==> src/hdl/srg_pkg.sv <==
// ----------------------------------------------------------------------------
// srg_pkg: shared types and constants of the stepper ramp generator
// Holds the register map, the configuration record and the coil tables.
// ----------------------------------------------------------------------------
package srg_pkg;

    localparam int CFG_ADDR_W = 5;
    localparam int REM_W      = 27;
    localparam int DEN_W      = 27;

    localparam logic [2:0] REG_MODE      = 3'd0;
    localparam logic [2:0] REG_SPR       = 3'd1;
    localparam logic [2:0] REG_DIR       = 3'd2;
    localparam logic [2:0] REG_LENGTH    = 3'd3;
    localparam logic [2:0] REG_MIN_DELAY = 3'd4;
    localparam logic [2:0] REG_INIT_DLY  = 3'd5;
    localparam logic [2:0] REG_DEC_OFF   = 3'd6;

    localparam logic [1:0] MODE_DRIVER    = 2'd0;
    localparam logic [1:0] MODE_TWO_WIRE  = 2'd1;
    localparam logic [1:0] MODE_FOUR_WIRE = 2'd2;

    typedef struct packed {
        logic [1:0]         interface_mode;
        logic [15:0]        steps_per_rev;
        logic               move_direction;
        logic [23:0]        move_length;
        logic [23:0]        min_step_delay;
        logic [23:0]        initial_step_delay;
        logic signed [24:0] decel_offset;
    } t_cfg;

    function automatic logic [3:0] coil_pattern(input logic [1:0] mode,
                                                input logic [1:0] phase);
        logic [3:0] pat;
        pat = 4'd0;
        unique case (mode)
            MODE_TWO_WIRE: begin
                unique case (phase)
                    2'd0:    pat = 4'd2;
                    2'd1:    pat = 4'd3;
                    2'd2:    pat = 4'd1;
                    default: pat = 4'd0;
                endcase
            end
            MODE_FOUR_WIRE: begin
                unique case (phase)
                    2'd0:    pat = 4'd5;
                    2'd1:    pat = 4'd6;
                    2'd2:    pat = 4'd10;
                    default: pat = 4'd9;
                endcase
            end
            default: pat = 4'd0;
        endcase
        return pat;
    endfunction

endpackage

==> src/hdl/srg_cfg.sv <==
// ----------------------------------------------------------------------------
// srg_cfg: configuration register file
// APB-style write and read access to the move and interface registers.
// ----------------------------------------------------------------------------
module srg_cfg (
    input  logic                            i_clk,
    input  logic                            i_rst_n,
    input  logic                            psel,
    input  logic                            penable,
    input  logic                            pwrite,
    input  logic [srg_pkg::CFG_ADDR_W-1:0]  paddr,
    input  logic [31:0]                     pwdata,
    output logic [31:0]                     prdata,
    output logic                            pready,
    output srg_pkg::t_cfg                   o_cfg
);

    srg_pkg::t_cfg r_cfg;
    logic          w_write;
    logic [2:0]    w_index;

    assign pready  = 1'b1;
    assign w_write = psel && penable && pwrite;
    assign w_index = paddr[4:2];
    assign o_cfg   = r_cfg;

    always_ff @(posedge i_clk) begin
        if (!i_rst_n) begin
            r_cfg.interface_mode     <= srg_pkg::MODE_DRIVER;
            r_cfg.steps_per_rev      <= 16'd200;
            r_cfg.move_direction     <= 1'b0;
            r_cfg.move_length        <= 24'd0;
            r_cfg.min_step_delay     <= 24'd1000;
            r_cfg.initial_step_delay <= 24'd1000;
            r_cfg.decel_offset       <= 25'sd0;
        end else if (w_write) begin
            unique case (w_index)
                srg_pkg::REG_MODE:      r_cfg.interface_mode     <= pwdata[1:0];
                srg_pkg::REG_SPR:       r_cfg.steps_per_rev      <= pwdata[15:0];
                srg_pkg::REG_DIR:       r_cfg.move_direction     <= pwdata[0];
                srg_pkg::REG_LENGTH:    r_cfg.move_length        <= pwdata[23:0];
                srg_pkg::REG_MIN_DELAY: r_cfg.min_step_delay     <= pwdata[23:0];
                srg_pkg::REG_INIT_DLY:  r_cfg.initial_step_delay <= pwdata[23:0];
                srg_pkg::REG_DEC_OFF:   r_cfg.decel_offset       <= $signed(pwdata[24:0]);
                default: begin
                end
            endcase
        end
    end

    always_comb begin
        unique case (w_index)
            srg_pkg::REG_MODE:      prdata = {30'd0, r_cfg.interface_mode};
            srg_pkg::REG_SPR:       prdata = {16'd0, r_cfg.steps_per_rev};
            srg_pkg::REG_DIR:       prdata = {31'd0, r_cfg.move_direction};
            srg_pkg::REG_LENGTH:    prdata = {8'd0, r_cfg.move_length};
            srg_pkg::REG_MIN_DELAY: prdata = {8'd0, r_cfg.min_step_delay};
            srg_pkg::REG_INIT_DLY:  prdata = {8'd0, r_cfg.initial_step_delay};
            srg_pkg::REG_DEC_OFF:   prdata = {7'd0, r_cfg.decel_offset};
            default:                prdata = 32'd0;
        endcase
    end

endmodule

==> src/hdl/srg_div.sv <==
// ----------------------------------------------------------------------------
// srg_div: shared iterative signed divider
// Restoring division, one quotient bit per cycle, truncating towards zero;
// the remainder takes the sign of the dividend.
// ----------------------------------------------------------------------------
module srg_div #(
    parameter int NUM_W = 30
) (
    input  logic                              i_clk,
    input  logic                              i_rst_n,
    input  logic                              i_start,
    input  logic signed [NUM_W-1:0]           i_num,
    input  logic signed [srg_pkg::DEN_W-1:0]  i_den,
    output logic                              o_done,
    output logic signed [NUM_W-1:0]           o_quot,
    output logic signed [srg_pkg::REM_W-1:0]  o_rem
);

    localparam int MAG_W = NUM_W - 1;
    localparam int DM_W  = srg_pkg::DEN_W - 1;
    localparam int CNT_W = $clog2(MAG_W);
    localparam logic [CNT_W-1:0] LAST = CNT_W'(MAG_W - 1);

    logic                        r_busy;
    logic                        r_done;
    logic [CNT_W-1:0]            r_cnt;
    logic                        r_qneg;
    logic                        r_rneg;
    logic [MAG_W-1:0]            r_dvd;
    logic [DM_W-1:0]             r_dsr;
    logic [DM_W-1:0]             r_pr;
    logic [NUM_W-1:0]            w_num_abs;
    logic [srg_pkg::DEN_W-1:0]   w_den_abs;
    logic [DM_W:0]               w_shift;
    logic [DM_W+1:0]             w_diff;
    logic                        w_fit;

    assign w_num_abs = i_num[NUM_W-1] ? -i_num : i_num;
    assign w_den_abs = i_den[srg_pkg::DEN_W-1] ? -i_den : i_den;
    assign w_shift   = {r_pr, r_dvd[MAG_W-1]};
    assign w_diff    = {1'b0, w_shift} - {2'b00, r_dsr};
    assign w_fit     = !w_diff[DM_W+1];

    always_ff @(posedge i_clk) begin
        if (!i_rst_n) begin
            r_busy <= 1'b0;
            r_done <= 1'b0;
            r_cnt  <= '0;
        end else begin
            r_done <= 1'b0;
            if (i_start) begin
                r_busy <= 1'b1;
                r_cnt  <= '0;
            end else if (r_busy) begin
                r_cnt <= r_cnt + CNT_W'(1);
                if (r_cnt == LAST) begin
                    r_busy <= 1'b0;
                    r_done <= 1'b1;
                end
            end
        end
    end

    always_ff @(posedge i_clk) begin
        if (i_start) begin
            r_dvd  <= w_num_abs[MAG_W-1:0];
            r_dsr  <= w_den_abs[DM_W-1:0];
            r_pr   <= '0;
            r_qneg <= i_num[NUM_W-1] ^ i_den[srg_pkg::DEN_W-1];
            r_rneg <= i_num[NUM_W-1];
        end else if (r_busy) begin
            r_dvd <= {r_dvd[MAG_W-2:0], w_fit};
            r_pr  <= w_fit ? w_diff[DM_W-1:0] : w_shift[DM_W-1:0];
        end
    end

    assign o_done = r_done;
    assign o_quot = r_qneg ? -$signed({1'b0, r_dvd}) : $signed({1'b0, r_dvd});
    assign o_rem  = r_rneg ? -$signed({1'b0, r_pr}) : $signed({1'b0, r_pr});

endmodule

==> src/hdl/stepper_ramp_generator.sv <==
// ----------------------------------------------------------------------------
// stepper_ramp_generator: linear speed ramp for a stepper motor
// An item that causes no ramp divide passes S_EVAL and S_OUT before the next
// acceptance. An item that steps while accelerating or decelerating also runs
// the shared serial divider in S_DIV and S_FIN. No new item is accepted until
// the sequence is back in S_IDLE, and S_OUT waits while the output is stalled.
// Synchronous active-low reset restores the configuration defaults and clears all motion state and the output valid.
// ----------------------------------------------------------------------------
module stepper_ramp_generator #(
    parameter int DELAY_WIDTH = 24
) (
    input  logic                            i_clk,
    input  logic                            i_rst_n,
    input  logic                            i_valid,
    output logic                            o_stall,
    input  logic                            i_start_move,
    input  logic                            i_tick,
    output logic                            o_valid,
    input  logic                            i_stall,
    output logic                            o_step_taken,
    output logic [3:0]                      o_coil_pattern,
    output logic                            o_direction_level,
    output logic                            o_move_done,
    output logic                            o_busy_res,
    output logic [15:0]                     o_position,
    input  logic                            psel,
    input  logic                            penable,
    input  logic                            pwrite,
    input  logic [srg_pkg::CFG_ADDR_W-1:0]  paddr,
    input  logic [31:0]                     pwdata,
    output logic [31:0]                     prdata,
    output logic                            pready
);

    localparam int DW    = DELAY_WIDTH;
    localparam int NUM_W = ((DW > 27) ? DW : 27) + 3;
    localparam int ND_W  = NUM_W + 1;
    localparam int REM_W = srg_pkg::REM_W;
    localparam logic [32:0]     DMAX33 = (33'd1 << DW) - 33'd1;
    localparam logic [ND_W-1:0] ND_MAX = ND_W'(DMAX33);

    localparam logic [2:0] S_IDLE = 3'd0;
    localparam logic [2:0] S_EVAL = 3'd1;
    localparam logic [2:0] S_DIV  = 3'd2;
    localparam logic [2:0] S_FIN  = 3'd3;
    localparam logic [2:0] S_OUT  = 3'd4;

    localparam logic [1:0] RS_STOP  = 2'd0;
    localparam logic [1:0] RS_ACCEL = 2'd1;
    localparam logic [1:0] RS_RUN   = 2'd2;
    localparam logic [1:0] RS_DECEL = 2'd3;

    srg_pkg::t_cfg            w_cfg;

    logic [2:0]               r_seq;
    logic [1:0]               r_rstate;
    logic                     r_moving;
    logic [DW-1:0]            r_cur;
    logic signed [REM_W-1:0]  r_rem;
    logic signed [24:0]       r_rc;
    logic [23:0]              r_steps;
    logic signed [24:0]       r_dstart;
    logic [DW-1:0]            r_last;
    logic [15:0]              r_pos;
    logic [DW-1:0]            r_elapsed;
    logic                     r_stepped;
    logic                     r_done;

    logic                     r_ovalid;
    logic                     r_o_step;
    logic [3:0]               r_o_coil;
    logic                     r_o_dir;
    logic                     r_o_done;
    logic                     r_o_busy;
    logic [15:0]              r_o_pos;

    logic [32:0]              w_min_ext;
    logic [32:0]              w_init_ext;
    logic [DW-1:0]            w_minv;
    logic [DW-1:0]            w_initv;
    logic                     w_accept;
    logic                     w_fire;
    logic                     w_ramping;
    logic                     w_div_start;
    logic                     w_div_done;
    logic                     w_out_free;
    logic [23:0]              w_steps_inc;
    logic signed [24:0]       w_rc_inc;
    logic [15:0]              w_pos_next;
    logic [16:0]              w_pos_up;
    logic signed [NUM_W-1:0]  w_num;
    logic signed [srg_pkg::DEN_W-1:0] w_den;
    logic signed [NUM_W-1:0]  w_quot;
    logic signed [REM_W-1:0]  w_drem;
    logic signed [ND_W-1:0]   w_nd;
    logic [ND_W-1:0]          w_nd_mag;
    logic [DW-1:0]            w_nd_store;
    logic                     w_nd_le_min;
    logic                     w_ge_dstart;
    logic                     w_ge_dstart_inc;

    srg_cfg u_cfg (
        .i_clk   (i_clk),
        .i_rst_n (i_rst_n),
        .psel    (psel),
        .penable (penable),
        .pwrite  (pwrite),
        .paddr   (paddr),
        .pwdata  (pwdata),
        .prdata  (prdata),
        .pready  (pready),
        .o_cfg   (w_cfg)
    );

    srg_div #(
        .NUM_W (NUM_W)
    ) u_div (
        .i_clk   (i_clk),
        .i_rst_n (i_rst_n),
        .i_start (w_div_start),
        .i_num   (w_num),
        .i_den   (w_den),
        .o_done  (w_div_done),
        .o_quot  (w_quot),
        .o_rem   (w_drem)
    );

    assign w_min_ext  = {9'd0, w_cfg.min_step_delay};
    assign w_init_ext = {9'd0, w_cfg.initial_step_delay};
    assign w_minv     = (w_min_ext > DMAX33) ? '1 : w_min_ext[DW-1:0];
    assign w_initv    = (w_init_ext > DMAX33) ? '1 : w_init_ext[DW-1:0];

    assign o_stall     = (r_seq != S_IDLE);
    assign w_accept    = i_valid && (r_seq == S_IDLE);
    assign w_fire      = r_moving && (r_elapsed >= r_cur);
    assign w_ramping   = (r_rstate == RS_ACCEL) || (r_rstate == RS_DECEL);
    assign w_div_start = (r_seq == S_EVAL) && w_fire && w_ramping;
    assign w_out_free  = !r_ovalid || !i_stall;

    assign w_steps_inc = r_steps + 24'd1;
    assign w_rc_inc    = r_rc + 25'sd1;

    assign w_num = $signed({{(NUM_W-DW-1){1'b0}}, r_cur, 1'b0})
                 + $signed({{(NUM_W-REM_W){r_rem[REM_W-1]}}, r_rem});
    assign w_den = $signed({w_rc_inc, 2'b01});

    assign w_nd        = $signed(ND_W'(r_cur)) - $signed({w_quot[NUM_W-1], w_quot});
    assign w_nd_mag    = w_nd[ND_W-1] ? ND_W'(-w_nd) : ND_W'(w_nd);
    assign w_nd_store  = (w_nd_mag > ND_MAX) ? '1 : w_nd_mag[DW-1:0];
    assign w_nd_le_min = (w_nd <= $signed(ND_W'(w_minv)));

    assign w_ge_dstart     = $signed({2'b00, r_steps}) >= $signed({r_dstart[24], r_dstart});
    assign w_ge_dstart_inc = $signed({2'b00, w_steps_inc}) >= $signed({r_dstart[24], r_dstart});

    assign w_pos_up = {1'b0, r_pos} + 17'd1;

    always_comb begin
        if (w_cfg.steps_per_rev == 16'd0) begin
            w_pos_next = 16'd0;
        end else if (!w_cfg.move_direction) begin
            w_pos_next = (w_pos_up >= {1'b0, w_cfg.steps_per_rev}) ? 16'd0 : w_pos_up[15:0];
        end else begin
            w_pos_next = (r_pos == 16'd0) ? (w_cfg.steps_per_rev - 16'd1) : (r_pos - 16'd1);
        end
    end

    always_ff @(posedge i_clk) begin
        if (!i_rst_n) begin
            r_seq     <= S_IDLE;
            r_rstate  <= RS_STOP;
            r_moving  <= 1'b0;
            r_cur     <= '0;
            r_rem     <= '0;
            r_rc      <= '0;
            r_steps   <= '0;
            r_dstart  <= '0;
            r_last    <= '0;
            r_pos     <= '0;
            r_elapsed <= '0;
            r_stepped <= 1'b0;
            r_done    <= 1'b0;
        end else begin
            unique case (r_seq)
                S_IDLE: begin
                    if (w_accept) begin
                        r_stepped <= 1'b0;
                        r_done    <= 1'b0;
                        r_seq     <= S_EVAL;
                        if (i_start_move) begin
                            r_pos   <= '0;
                            r_last  <= '0;
                            r_steps <= '0;
                            r_rem   <= '0;
                            r_rc    <= '0;
                            if (w_cfg.decel_offset == 25'sd0) begin
                                r_cur    <= w_minv;
                                r_dstart <= $signed({1'b0, w_cfg.move_length});
                                r_rstate <= RS_RUN;
                                r_moving <= 1'b1;
                            end else if (w_cfg.move_length == 24'd1) begin
                                r_rc     <= '1;
                                r_rstate <= RS_DECEL;
                                r_cur    <= w_minv;
                                r_moving <= 1'b1;
                            end else if (w_cfg.move_length != 24'd0) begin
                                r_dstart <= $signed({1'b0, w_cfg.move_length})
                                          + w_cfg.decel_offset;
                                r_moving <= 1'b1;
                                if (w_initv <= w_minv) begin
                                    r_cur    <= w_minv;
                                    r_rstate <= RS_RUN;
                                end else begin
                                    r_cur    <= w_initv;
                                    r_rstate <= RS_ACCEL;
                                end
                            end else begin
                                r_moving <= 1'b0;
                                r_rstate <= RS_STOP;
                            end
                        end
                        if (i_tick && (r_elapsed != '1)) begin
                            r_elapsed <= r_elapsed + DW'(1);
                        end
                    end
                end
                S_EVAL: begin
                    r_seq <= S_OUT;
                    if (w_fire) begin
                        r_elapsed <= '0;
                        unique case (r_rstate)
                            RS_ACCEL, RS_DECEL: begin
                                r_steps   <= w_steps_inc;
                                r_pos     <= w_pos_next;
                                r_stepped <= 1'b1;
                                r_rc      <= w_rc_inc;
                                r_seq     <= S_DIV;
                            end
                            RS_RUN: begin
                                r_steps   <= w_steps_inc;
                                r_pos     <= w_pos_next;
                                r_stepped <= 1'b1;
                                if (w_steps_inc >= w_cfg.move_length) begin
                                    r_cur    <= w_minv;
                                    r_rstate <= RS_STOP;
                                end else if (w_ge_dstart_inc) begin
                                    r_rc     <= w_cfg.decel_offset;
                                    r_cur    <= r_last;
                                    r_rstate <= RS_DECEL;
                                end else begin
                                    r_cur <= w_minv;
                                end
                            end
                            default: begin
                                r_steps  <= '0;
                                r_rem    <= '0;
                                r_done   <= 1'b1;
                                r_moving <= 1'b0;
                            end
                        endcase
                    end
                end
                S_DIV: begin
                    if (w_div_done) begin
                        r_seq <= S_FIN;
                    end
                end
                S_FIN: begin
                    r_seq <= S_OUT;
                    r_rem <= w_drem;
                    r_cur <= w_nd_store;
                    if (r_rstate == RS_ACCEL) begin
                        if (w_ge_dstart) begin
                            r_rc     <= w_cfg.decel_offset;
                            r_rstate <= RS_DECEL;
                            r_rem    <= '0;
                        end else if (w_nd_le_min) begin
                            r_last   <= w_nd_store;
                            r_cur    <= w_minv;
                            r_rem    <= '0;
                            r_rstate <= RS_RUN;
                        end
                    end else if (!r_rc[24]) begin
                        r_rstate <= RS_STOP;
                    end
                end
                S_OUT: begin
                    if (w_out_free) begin
                        r_seq <= S_IDLE;
                    end
                end
                default: r_seq <= S_IDLE;
            endcase
        end
    end

    always_ff @(posedge i_clk) begin
        if (!i_rst_n) begin
            r_ovalid <= 1'b0;
        end else if ((r_seq == S_OUT) && w_out_free) begin
            r_ovalid <= 1'b1;
        end else if (!i_stall) begin
            r_ovalid <= 1'b0;
        end
    end

    always_ff @(posedge i_clk) begin
        if ((r_seq == S_OUT) && w_out_free) begin
            r_o_step <= r_stepped;
            r_o_coil <= srg_pkg::coil_pattern(w_cfg.interface_mode, r_pos[1:0]);
            r_o_dir  <= (w_cfg.interface_mode == srg_pkg::MODE_DRIVER)
                        ? w_cfg.move_direction : 1'b0;
            r_o_done <= r_done;
            r_o_busy <= r_moving;
            r_o_pos  <= r_pos;
        end
    end

    assign o_valid           = r_ovalid;
    assign o_step_taken      = r_o_step;
    assign o_coil_pattern    = r_o_coil;
    assign o_direction_level = r_o_dir;
    assign o_move_done       = r_o_done;
    assign o_busy_res        = r_o_busy;
    assign o_position        = r_o_pos;

endmodule

==> config.mk <==
export PLATFORM = sky130hd
export DESIGN_NAME = stepper_ramp_generator
export DESIGN_NICKNAME = d
export VERILOG_FILES = /design/src/hdl/srg_pkg.sv /design/src/hdl/srg_cfg.sv /design/src/hdl/srg_div.sv /design/src/hdl/stepper_ramp_generator.sv
export SDC_FILE = /design/constraint.sdc
export NUM_CORES = 2
export LEC_CHECK = 0
export ABC_AREA = 0
export BUFFER_PORTS_ARGS = -buffer_cell sky130_fd_sc_hd__buf_2
export CAP_MARGIN = 10
export CORE_MARGIN = 3
export CORE_UTILIZATION = 60
export DETAILED_ROUTE_END_ITERATION = 6
export GPL_TIMING_DRIVEN = 1
export PLACE_DENSITY = 0.79
export SYNTH_ARGS = -nofsm -noshare
export SYNTH_HDL_FRONTEND = slang
export SYNTH_SLANG_ARGS = --single-unit
==> constraint.sdc <==
create_clock -name i_clk -period 7.3 [get_ports i_clk]
set_clock_uncertainty 0.2 [all_clocks]
set_input_delay 0.73 -clock i_clk [delete_from_list [all_inputs] [get_ports i_clk]]
set_output_delay 0.73 -clock i_clk [all_outputs]
set_load 0.005 [all_outputs]
After elaboration in Yosys (flattened, before gate mapping)

Index checks and enable logic that the tools add are counted.

Reductions and logical operators: 51
Muxes and demuxes: 115
Magnitude comparators: 10
Equality and inequality tests: 42
Bitwise logic cells: 3
$add $sub $neg: 16

Operators by type and width:

| operator              | count |
|---|---|
| $mux 24               | 26 |
| $mux 25               | 12 |
| $mux 27               | 8 |
| $pmux 25 s7           | 1 |
| $pmux 24 s2           | 3 |
| $mux 16               | 8 |
| $mux 29               | 3 |
| $pmux 27 s3           | 1 |
| $pmux 25 s3           | 1 |
| $pmux 24 s3           | 1 |
| $mux 26               | 2 |
| $ge 25x25->1          | 2 |
| $pmux 25 s2           | 1 |
| $add 24x1->24 const B | 2 |
| $ge 24x24->1          | 2 |
| $gt 24x24->1 const B  | 2 |
| $logic_not 16->1      | 2 |
| $pmux 16 s2           | 1 |
| $sub 16x1->16 const B | 2 |
| $gt 31x24->1 const B  | 1 |
| $le 31x25->1          | 1 |
| $mux 31               | 1 |
| $neg 31->31           | 1 |
| $sub 25x30->31        | 1 |
| 56 further kinds      | 152 |

Output and inout port bits: 59
Logic and storage cells: 273
Input bits: 46
Register bits: 428

Logic depth before layout (Yosys ltp)

Word-level depth: 11
Gate-level depth with buffers: 30
Gate-level depth less buffers: 28

Cells and area by module

From an unflattened synthesis, not the netlist that was laid out.

Cell total of the unflattened synthesis: 4045
Area, all modules: 32543.7 sq um

By module, submodules not included:

| module                 | area an instance (sq um) | sequential area each (sq um) | instances | cells each |
|---|---|---|---|---|
| stepper_ramp_generator | 20245.7                  | 4684.5                       | 1         | 2651 |
| srg_div                | 7010.5                   | 2372.3                       | 1         | 839 |
| srg_cfg                | 5287.6                   | 2322.2                       | 1         | 555 |

Worst setup path before layout

Ideal clock, no wire load.

Path kind: reg2reg
Start: reg u_div.r_dvd[3]
End: reg r_cur[1]
Arrival: 6.299 ns
Library setup time: 0.122 ns
Clock period less this slack: 6.620 ns
Stages on the path, launching flop included: 25
Data required time: 6.978 ns
Setup slack: 0.680 ns
Path buffers: 3
Cells stage by stage: edfxtp_1 or4_4 or3_1 buf_2 o41ai_1 xor2_1 ha_1 clkbuf_1 a211oi_1 a2bb2oi_1 a221o_1 a211oi_1 ha_1 a21o_1 a21o_1 a211oi_1 o21ai_0 a2111oi_0 o21ai_1 o31ai_2 nand3b_1 nor2b_1 clkbuf_1 a21boi_2 a221o_1

Cells in the longest elaborated chain, start to end: 11
Elaborated cells on any way between the ends: 12
Classes of those cells: add/sub: 3; order compare: 2; mux: 7

RTL lines:

| item                     | line                          | text |
|---|---|---|
| start: declaration       | srg_div.sv:29                 | `logic [MAG_W-1:0] r_dvd;` |
| start signal: assignment | srg_div.sv:66                 | `r_dvd <= w_num_abs[MAG_W-1:0];` |
| start signal: assignment | srg_div.sv:72                 | `r_dvd <= {r_dvd[MAG_W-2:0], w_fit};` |
| $neg 29->30              | srg_div.sv:78                 | `assign o_quot = r_qneg ? -$signed({1'b0, r_dvd}) : $signed({1'b0, r_dvd});` |
| $mux 30 *                | srg_div.sv:78                 |  |
| $sub 25x30->31 *         | stepper_ramp_generator.sv:147 | `assign w_nd = $signed(ND_W'(r_cur)) - $signed({w_quot[NUM_W-1], w_quot});` |
| $neg 31->31              | stepper_ramp_generator.sv:148 | `assign w_nd_mag = w_nd[ND_W-1] ? ND_W'(-w_nd) : ND_W'(w_nd);` |
| $mux 31                  | stepper_ramp_generator.sv:148 |  |
| $gt 31x24->1             | stepper_ramp_generator.sv:149 | `assign w_nd_store = (w_nd_mag > ND_MAX) ? '1 : w_nd_mag[DW-1:0];` |
| $mux 24                  | stepper_ramp_generator.sv:149 |  |
| $mux 24                  | stepper_ramp_generator.sv:276 | `end else if (w_nd_le_min) begin` |
| $mux 24                  | stepper_ramp_generator.sv:272 | `if (w_ge_dstart) begin` |
| $mux 24 *                | stepper_ramp_generator.sv:271 | `if (r_rstate == RS_ACCEL) begin` |
| $pmux 24 s3 *            | stepper_ramp_generator.sv:183 | `unique case (r_seq)` |
| end signal: assignment   | stepper_ramp_generator.sv:196 | `r_cur <= w_minv;` |
| end signal: assignment   | stepper_ramp_generator.sv:270 | `r_cur <= w_nd_store;` |
| end signal: assignment   | stepper_ramp_generator.sv:278 | `r_cur <= w_minv;` |
| end: declaration         | stepper_ramp_generator.sv:58  | `logic [DW-1:0] r_cur;` |

Mark *: on every way between the ends. The rest lies on a longest branch, timed or not.
A chain may end at the register's enable or synchronous reset.

Worst setup path after layout

Start: reg u_div.r_dvd[3]
End: reg r_cur[9]

Same word-level chain as after synthesis.

==> results.sh <==
export IMPL_outcome="complete, no violations"
export IMPL_finalHoldViolCount=0
export IMPL_grtUsageMet1_pct=44.32
export IMPL_diodes=0
export IMPL_area_delta_synth_final_pct=8.312
export IMPL_synth_edf_count=80
export IMPL_synth_compound_area_share_pct=23.68
export IMPL_rsz0062_at_grt="false"
export IMPL_async_flop_share_pct=0
export IMPL_dp_cells=4637
export IMPL_crit_type="reg -> reg"
export IMPL_hold_path_class="in -> reg"
export IMPL_slew_viol_final=0
export IMPL_arrival_ps=7210
export IMPL_firstDrtPassIters=6
export IMPL_io_buffers=87
export IMPL_drt_iter0_drc=3238
export IMPL_timing_final_crit_share_pct=95.18
export IMPL_grt_pass1_wl_mm=153.2
export IMPL_required_ps=7560
export IMPL_via_count=30360
export IMPL_syn_area_um2=32020
export IMPL_synth_xor_area_share_pct=7.960
export IMPL_antenna_found_initial=3
export IMPL_grt_ovfl_total=0
export IMPL_avgViaCountPerCell=6.426
export IMPL_clock_sinks=427
export IMPL_nNetsFinal=4324
export IMPL_crit_start="u_div.r_dvd[3]"
export IMPL_cp_max_fo=13
export IMPL_pre_cts_ws_ps=178.2
export IMPL_die_area_um2=56170
export IMPL_fillers=4502
export IMPL_cp_slowest_cell="or4_4"
export IMPL_gr_usage_met3_pct=6.324
export IMPL_busiest_layer="met2"
export IMPL_grt_use_total_pct=33.64
export IMPL_synth_yosys_seq_area_share_pct=29.20
export IMPL_worst_pin_slew_ps=1330
export IMPL_peakVddDrop_uv=180.2
export IMPL_place_hpwl_mm=71.63
export IMPL_netlist_instances=4047
export IMPL_finalCriticalPeriod_ps=6948
export IMPL_ys_ff_latch=427
export IMPL_core_um2=52660
export IMPL_wire_per_inst_um=20.75
export IMPL_synth_area_leaders="dfxtp_1, ha_1, edfxtp_1"
export IMPL_tns_ps=0
export IMPL_total_power_mw=6.262
export IMPL_grt_pass1_vias=28000
export IMPL_regToRegEndpoint="r_cur[9]"
export IMPL_clock_latency_ps=620
export IMPL_multi_input_area_um2=21080
export IMPL_clockRootBuffer="clkbuf_16"
export IMPL_synth_mux_area_share_pct=3.212
export IMPL_yosys_area_top_type="dfxtp_1"
export IMPL_instances_no_fill=4724
export IMPL_grt_max_degree=100
export IMPL_cts_tree="built"
export IMPL_drv_cap=0
export IMPL_drive_gt1_share_pct=7.359
export IMPL_h_tree_depth=2
export IMPL_powerDensity_nw_per_um2=180.6
export IMPL_avgSynthCellArea_um2=7.912
export IMPL_crit_path_end="r_cur[9]"
export IMPL_drtAntennaViolNets=0
export IMPL_end_kind="register"
export IMPL_max_stage_delay_ps=590
export IMPL_clockBufferDepth=3
export IMPL_fp_row_count=84
export IMPL_ys_flop_type="dfxtp_1"
export IMPL_synth_adder_area_share_pct=11.00
export IMPL_relSlewSlack_pct=10.62
export IMPL_synth_top_family_by_area="compound AO/OA/AOI/OAI gates"
export IMPL_yosysTopAreaCellShare_pct=21.70
export IMPL_met2_usage_pct=53.07
export IMPL_die_width_um=237.0
export IMPL_yosysUniqueCellTypes=92
export IMPL_cp_start_kind="register"
export IMPL_rrSetupSlack_ps=350
export IMPL_pin_count=105
export IMPL_layout_cells_most_common_list="nand2_1, dfxtp_1, a21oi_1"
export IMPL_leakage_nw=14.54
export IMPL_start_util_pct=60.81
export IMPL_drc=0
export IMPL_setup_viol=0
export IMPL_worstRegToRegCells=25
export IMPL_seqCellArea_um2=9349
export IMPL_r2r_start="u_div.r_dvd[3]"
export IMPL_die_h_um=237.0
export IMPL_finalWirelength_mm=98.03
export IMPL_synth_simple_area_share_pct=19.39
export IMPL_postLayoutCoreUtil_pct=65.86
export IMPL_setup_slack_ps=351.9
export IMPL_numCtsBuffers=47
export IMPL_routabilityCongestion=0.9361
export IMPL_final_common_cell="nand2_1"
export IMPL_yosys_warnings=0
export IMPL_clock_fmax_ghz=0.1439
export IMPL_cts_clk_slew_worst_paths_ps=60
==> timing repair <==
item / 4_1_cts / 5_1_grt
endpoints found under the setup margin: 0 / 46
gates resized for setup: 0 / 14
buffers inserted: 0 / 0
hold buffers: 0 / 0
==> logic make-up (layout without fill, tap and decap cells) <==
family,count (synthesis),in the layout
mux,102,102
other cells,2,8
fa+ha+maj,279,279
flops,427,427
buf+inv,453,436
xor+xnor,291,291
simple gates,1328,1328
compound gates,1165,1165
==> worst max-delay path, delay by kind of cell, from the launching register on <==
kind | cells | cell delay (ps)
adder cells (fa/ha/maj) | 2 | 730
buffers and inverters | 2 | 280
AND/OR/NAND/NOR | 9 | 2620
flip-flops | 1 | 500
AO/OA/AOI/OAI | 10 | 2100
XOR/XNOR | 2 | 400
==> per-stage QoR <==
step / hold slack [ps] / cell area (um^2)
4_1_cts: 158.5 / 34590
6_report: 190.7 / 34680
3_5_place_dp: 219.2 / 32850
2_1_floorplan: 200.5 / 32040
3_3_place_gp: 223.1 / 32850
5_1_grt: 167.9 / 34680
==> registers in the layout, summed over array words and instances (netlist names), 25 cells and up <==
register	count
r_rem	27
r_dstart	25
u_div.r_pr	26
u_div.r_dvd	29
u_cfg.o_cfg	116
u_div.r_dsr	25
r_rc	25
==> cell usage after synthesis (58+ instances only) <==
library cell and instances:
mux2i_1 96, dfxtp_1 347, a21oi_1 324, nor3_1 68, ha_1 275, and3_1 58, xnor2_1 143, o21ai_0 279
clkbuf_1 211, xor2_1 148, nand3_1 90, edfxtp_1 80, nand2_1 502, inv_1 215, a21o_1 105, nor2_1 313
==> metal layers <==
| layer | wire, um | part of all wire (%) |
|---|---|---|
| met5 | 41 | 0.042 |
| met4 | 5393 | 5.5 |
| met3 | 9439 | 9.6 |
| met2 | 43250 | 44 |
| met1 | 39900 | 41 |
==> worst min path at each step <==
| stage | startpoint | endpoint | slack [ps] | cells after the start |
|---|---|---|---|---|
| 2_1_floorplan | r_stepped | o_step_taken | 200 | 0 |
| 3_3_place_gp | r_stepped | o_step_taken | 220 | 0 |
| 3_5_place_dp | r_stepped | o_step_taken | 220 | 0 |
| 4_1_cts | pwdata[24] | u_cfg.o_cfg[24] | 160 | 3 |
| 5_1_grt | pwdata[24] | u_cfg.o_cfg[24] | 170 | 3 |
| 6_report | pwdata[24] | u_cfg.o_cfg[24] | 190 | 3 |
==> power breakdown <==
| part | switching (mW) | total [mW] | internal (mW) |
|---|---|---|---|
| Combinational | 0.614 | 0.991 | 0.377 |
| Clock | 1.06 | 2.71 | 1.65 |
| Sequential | 0.107 | 2.56 | 2.46 |
| Total | 1.78 | 6.26 | 4.48 |
==> area by class of cell <==
class	count	area share (%)
clock buffers	61	3.745
clock inverters	25	1.281
inverters	217	2.356
multi-input cells	3173	60.79
flip-flops and latches	427	26.96
well taps	688	2.482
repair buffers	133	2.388
Note: power is estimated with default switching activity, not from simulation.
